===== src/hdl/normalized_convolution_3x3_rgb_macros.svh =====
// Assertion macros shared by the normalized 3x3 convolution RTL.
// Depends on nothing; the bodies vanish when SYNTH is defined.
`ifndef NORMALIZED_CONVOLUTION_3X3_RGB_MACROS_SVH
`define NORMALIZED_CONVOLUTION_3X3_RGB_MACROS_SVH
`ifndef SYNTH
// Check a property on every clock edge outside reset
`define NCV_ASSERT(lbl, clk, rst, prop, msg) \
   lbl: assert property (@(posedge clk) disable iff (rst) (prop)) else $error(msg);
// Check that a condition implies a consequence in the same cycle or later
`define NCV_ASSERT_IMPL(lbl, clk, rst, ante, cons, msg) \
   lbl: assert property (@(posedge clk) disable iff (rst) (ante) |-> (cons)) else $error(msg);
`else
`define NCV_ASSERT(lbl, clk, rst, prop, msg)
`define NCV_ASSERT_IMPL(lbl, clk, rst, ante, cons, msg)
`endif
`endif


===== src/hdl/ncv_pkg.sv =====
// Package of the normalized 3x3 convolution: types and fixed constants.
// Used by the top level and the divider; depends on nothing.
`timescale 1ns / 1ps
`default_nettype none
package ncv_pkg;
   // Fixed field widths
   localparam int PIX_BITS  = 8;
   localparam int SIZE_BITS = 11;
   localparam int POS_BITS  = 16;
   localparam int CSR_IDX_BITS = 3;
   localparam int QUO_BITS  = 8;

   // Register indexes of the configuration port
   localparam logic [CSR_IDX_BITS-1:0] CSR_FRAME_WIDTH   = 3'd0;
   localparam logic [CSR_IDX_BITS-1:0] CSR_FRAME_HEIGHT  = 3'd1;
   localparam logic [CSR_IDX_BITS-1:0] CSR_WEIGHTS_TOP   = 3'd2;
   localparam logic [CSR_IDX_BITS-1:0] CSR_WEIGHTS_MID   = 3'd3;
   localparam logic [CSR_IDX_BITS-1:0] CSR_WEIGHTS_BOT   = 3'd4;

   // Reset sizes
   localparam logic [SIZE_BITS-1:0] RESET_WIDTH  = 11'd640;
   localparam logic [SIZE_BITS-1:0] RESET_HEIGHT = 11'd480;

   // Input kinds
   localparam logic OP_PIXEL = 1'b0;
   localparam logic OP_DRAIN = 1'b1;

   typedef enum logic [2:0] {
      ST_IDLE,
      ST_ADDR,
      ST_ACC,
      ST_START,
      ST_DIV
   } state_type;
endpackage
`default_nettype wire


===== src/hdl/ncv_div.sv =====
// Three-lane restoring divider: one quotient bit per cycle, clamped to 0..255.
// Depends on ncv_pkg.
`timescale 1ns / 1ps
`default_nettype none
module ncv_div #(
   parameter int ACC_W  = 21,
   parameter int WSUM_W = 12
) (
   input  wire logic                      clock,
   input  wire logic                      reset,
   input  wire logic                      start,
   input  wire logic signed [ACC_W-1:0]   sums [3],
   input  wire logic signed [WSUM_W-1:0]  wsum,
   output logic                           busy,
   output logic [ncv_pkg::QUO_BITS-1:0]   quotient [3]
);
   logic                               busy_ff, busy_in;
   logic [2:0]                         step_ff, step_in;
   logic [WSUM_W-1:0]                  dvs_ff, dvs_in;
   logic [ACC_W-1:0]                   rem_ff [3];
   logic [ACC_W-1:0]                   rem_in [3];
   logic [ncv_pkg::QUO_BITS-1:0]       q_ff [3];
   logic [ncv_pkg::QUO_BITS-1:0]       q_in [3];
   logic [2:0]                         zero_ff, zero_in, sat_ff, sat_in;
   logic                               wneg;
   logic [WSUM_W-1:0]                  dabs;
   logic [ACC_W-1:0]                   nabs [3];
   logic [ACC_W-1:0]                   dshift;

   // Load operands on start, then resolve one quotient bit per cycle
   always_comb begin
      busy_in = busy_ff;
      step_in = step_ff;
      dvs_in  = dvs_ff;
      zero_in = zero_ff;
      sat_in  = sat_ff;
      wneg    = wsum < 0;
      if (wsum == '0) begin
         dabs = WSUM_W'(1);
      end else if (wneg) begin
         dabs = WSUM_W'(-wsum);
      end else begin
         dabs = WSUM_W'(wsum);
      end
      dshift = ACC_W'(dvs_ff) << step_ff;
      for (int ch = 0; ch < 3; ch++) begin
         nabs[ch] = (sums[ch] < 0) ? ACC_W'(-sums[ch]) : ACC_W'(sums[ch]);
         rem_in[ch] = rem_ff[ch];
         q_in[ch]   = q_ff[ch];
      end
      if (start) begin
         busy_in = 1'b1;
         step_in = 3'd7;
         dvs_in  = dabs;
         for (int ch = 0; ch < 3; ch++) begin
            zero_in[ch] = (sums[ch] == '0) || ((sums[ch] < 0) != wneg);
            sat_in[ch]  = nabs[ch] >= (ACC_W'(dabs) << ncv_pkg::QUO_BITS);
            rem_in[ch]  = nabs[ch];
            q_in[ch]    = '0;
         end
      end else if (busy_ff) begin
         for (int ch = 0; ch < 3; ch++) begin
            if (rem_ff[ch] >= dshift) begin
               rem_in[ch] = rem_ff[ch] - dshift;
               q_in[ch][step_ff] = 1'b1;
            end
         end
         step_in = step_ff - 3'd1;
         if (step_ff == 3'd0) begin
            busy_in = 1'b0;
         end
      end
   end

   // Control registers
   always_ff @(posedge clock) begin
      if (reset) begin
         busy_ff <= 1'b0;
      end else begin
         busy_ff <= busy_in;
      end
   end

   // Datapath registers
   always_ff @(posedge clock) begin
      step_ff <= step_in;
      dvs_ff  <= dvs_in;
      zero_ff <= zero_in;
      sat_ff  <= sat_in;
      for (int ch = 0; ch < 3; ch++) begin
         rem_ff[ch] <= rem_in[ch];
         q_ff[ch]   <= q_in[ch];
      end
   end

   // Apply sign and clamp
   always_comb begin
      busy = busy_ff;
      for (int ch = 0; ch < 3; ch++) begin
         if (zero_ff[ch]) begin
            quotient[ch] = '0;
         end else if (sat_ff[ch]) begin
            quotient[ch] = '1;
         end else begin
            quotient[ch] = q_ff[ch];
         end
      end
   end
endmodule
`default_nettype wire


===== config.mk =====
export PLATFORM = sky130hd
export DESIGN_NAME = ncv_div
export DESIGN_NICKNAME = d
export VERILOG_FILES = /design/src/hdl/normalized_convolution_3x3_rgb_macros.svh /design/src/hdl/ncv_pkg.sv /design/src/hdl/ncv_div.sv
export SDC_FILE = /design/constraint.sdc
export NUM_CORES = 1
export LEC_CHECK = 0
export ABC_CLOCK_PERIOD_IN_PS = 12050
export BUFFER_PORTS_ARGS = -buffer_cell sky130_fd_sc_hd__buf_4
export CELL_PAD_IN_SITES_DETAIL_PLACEMENT = 1
export CELL_PAD_IN_SITES_GLOBAL_PLACEMENT = 2
export CORE_UTILIZATION = 40
export CTS_BUF_LIST = sky130_fd_sc_hd__clkbuf_4 sky130_fd_sc_hd__clkbuf_8 sky130_fd_sc_hd__clkbuf_16
export DETAILED_ROUTE_END_ITERATION = 12
export GPL_TIMING_DRIVEN = 0
export PLACE_DENSITY_LB_ADDON = 0.1
export REMOVE_ABC_BUFFERS = 1
export SLEW_MARGIN = 20
export SYNTH_ARGS = -nofsm -noshare
export SYNTH_HDL_FRONTEND = slang
export SYNTH_SLANG_ARGS = --single-unit

===== constraint.sdc =====
create_clock -name clock -period 12.05 [get_ports clock]
set_input_delay 1.8075 -clock clock [delete_from_list [all_inputs] [get_ports clock]]
set_output_delay 1.8075 -clock clock [all_outputs]
set_load 0.02 [all_outputs]

==> run_results.csv <==
group,metric,value,unit
timing,fmax,0.1764,GHz
route,vias_per_cell,5.815,
cts,root_buffer,"clkbuf_16",
floorplan,start_util,0.4115,
yosys,synth_edf_count,81,
cts,clk_pin_slew,0.09,ns
cts,htreeDepth,3,
route,wl,33690,um
critical_path,startpoint_type,"register",
cells_and_area,num-nets-final,1449,
yosys,synth_cell_types,74,
yosys,ys_ff_latch,109,
placement,place.gp.congestion,0.8903,
timing,finalHoldViolCount,0,
yosys,synthFlopType,"edfxtp_1",
cts,cts.sinks,109,
power,irDropWorstVdd,0.00008009,V
critical_path,crit_required,11.93,ns
power,powerDensity,186.4,nW/um^2
timing,fin_worst_skew,0.01373,ns
timing,relSlewSlack,0.2819,
global_routing,grt_pass1_wl,52320,um
cts,cts_tree,"done",
critical_path,reg2reg_depth,11,
timing,fin_crit,5.668,ns
route,drtPass1Iterations,5,
yosys,yosysSeqAreaShare,0.2956,
cts,hold_buffers,0,
timing,layout_setup_ws,6.382,ns
placement,pre_cts_ws,6.364,ns
route,drc,0,
cells_and_area,fin_cells,1597,
route,drt-initial-drc-count,537,
floorplan,rows,57,
global_routing,antenna_found_initial,0,
critical_path,r2r_start,"step_ff[1]",
global_routing,grt_pass1_vias,9222,
critical_path,timing.rr.end,"rem_ff[0][1]",
timing,fin_hold_ws,0.4708,ns
yosys,yosysWarnings,0,
critical_path,end_kind,"register",
critical_path,worstSetupPathType,"reg2reg",
yosys,syn_area,10120,um^2
global_routing,grt_max_degree,116,
cts,post-cts-setup-buffer-count,0,
cts,clk_path_buf_depth,2,
timing,finalCritPeriodShare,0.4704,
cells_and_area,fillCellCount,2962,
floorplan,die_w,161.1,um
critical_path,crit_path_max_fanout,30,
yosys,syn_area_per_cell,8.388,um^2
placement,place_area,11140,um^2
route,routedWlPerCell,21.10,um
critical_path,cp-startpoint,"step_ff[1]",
cts,ctsResizeCount,0,
cells_and_area,layout-drive-gt1-share,0.1100,
cts,clock_latency,0.38,ns
timing,final-setup-viol-count,0,
critical_path,arrival,5.55,ns
floorplan,die_height,161.1,um
route,final_antenna_net_count,0,
timing,rsz0062_at_grt,"false",
global_routing,grt.total_usage,0.2628,
critical_path,rrSetupSlack,6.38,ns
global_routing,grt_overflow_total,0,
cts,numCtsBuffers,9,
route,vias,9286,
floorplan,num_io_pins,103,
cells_and_area,stdcell_area,11460,um^2
yosys,async_flop_share,0,
placement,port-buffer-count,102,
power,total_leakage_power,4.824,nW
placement,dp_cells,1581,
critical_path,endpoint,"rem_ff[0][1]",
timing,tns,0,ns
cells_and_area,area_delta_synth_final,13.20,%
timing,report.final.slew_viol_count,0,
timing,tightest_slew,1.077,ns
yosys,syn_inst,1207,
cells_and_area,diodes,0,
floorplan,die_area,25950,um^2
status,outcome,"complete, no violations",
floorplan,core_region_area,24600,um^2
power,p_total,2.137,mW
min_path,hold_path_class,"reg2reg",
placement,hpwl,25280,um
cells_and_area,final_util,0.4658,
run,maxCapViolCount,0,
-- cells in the final DEF (no fill, tap or decap), types with 21 or more instances in the layout --
cell | synthesis | final
a21oi_1 | 98 | 98
mux2i_1 | 28 | 28
nor2_1 | 131 | 131
xor2_1 | 39 | 39
edfxtp_1 | 81 | 81
o21ai_0 | 63 | 62
ha_1 | 100 | 100
dfxtp_1 | 28 | 28
buf_4 | 0 | 102
nand3_1 | 29 | 29
o21a_1 | 21 | 21
inv_1 | 43 | 42
a21o_1 | 46 | 46
nand2_1 | 119 | 119
xnor2_1 | 70 | 70
-- synth_stat cells (all sizes together), types with 29 or more instances --
| cell type | instances | area [um^2] |
|---|---|---|
| a21o | 46 | 345.3 |
| ha | 100 | 1251 |
| o21ai | 80 | 400.4 |
| inv | 43 | 161.4 |
| nand2 | 120 | 452.9 |
| nand3 | 29 | 145.1 |
| edfxtp | 81 | 2432 |
| xnor2 | 70 | 613.1 |
| a21oi | 98 | 490.5 |
| clkbuf | 47 | 176.4 |
| nor2 | 131 | 491.7 |
| xor2 | 39 | 341.6 |
-- per-layer routing --
layer | part of all wire | vias up | track usage
met1 | 0.49 | 4524 | 0.3694
met3 | 0.034 | 26 | 0.02157
met5 | 0 | - | 0
met2 | 0.46 | 192 | 0.4342
met4 | 0.016 | 0 | 0.06561
li1 | - | 4544 | -
-- worst min-delay path by stage --
stage / from / to / slack, ns / cells after the start
2_1_floorplan: q_ff[0][12] / q_ff[0][12] / 0.42 / 2
3_3_place_gp: q_ff[0][1] / q_ff[0][1] / 0.44 / 2
3_5_place_dp: q_ff[0][1] / q_ff[0][1] / 0.44 / 2
4_1_cts: q_ff[0][1] / q_ff[0][1] / 0.47 / 2
5_1_grt: q_ff[0][10] / q_ff[0][10] / 0.50 / 1
6_report: q_ff[0][1] / q_ff[0][1] / 0.47 / 2
-- worst max-delay path, stage by stage (launching register included) --
cell and delay, ns:
dfxtp_1 1.00, inv_1 0.50, nor2_1 0.21, a21oi_1 0.07
mux2i_1 0.80, ha_1 0.45, a2111o_1 0.39, o22ai_1 0.35
o311ai_1 0.30, a211o_1 0.40, nand2_1 0.08, nand2_1 0.60
-- sequential cells by signal, summed over array words and instances, names as in the netlist --
| signal | flops |
|---|---|
| rem_ff | 63 |
| dvs_ff | 12 |
| step_ff | 3 |
| zero_ff | 3 |
| q_ff | 24 |
| sat_ff | 3 |
| busy | 1 |
-- area by class of cell --
class	count	area, um^2	share of cell area
flip-flops and latches	109	2993	0.2611
well taps	324	405.4	0.03537
repair buffers	105	809.5	0.07063
clock buffers	9	225.2	0.01965
multi-input cells	999	6764	0.5902
clock inverters	7	96.34	0.008406
inverters	44	167.7	0.01463
-- logic make-up (layout without fill, tap and decap cells) --
group	after synthesis	in the layout	synth area share
fa+ha+maj	103	103	0.1295
xor+xnor	109	109	0.09429
buf+inv	99	165	0.03818
mux	31	31	0.03102
flops	109	109	0.2956
simple gates	412	412	0.1939
compound gates	344	344	0.2175
-- power by group --
part | switching, mW | internal, mW | leakage, nW
combinational | 0.719 | 0.494 | 3.63
clock | 0.180 | 0.154 | 0.156
sequential | 0.0537 | 0.535 | 1.03
No activity file was read; power rests on OpenSTA's default activity.
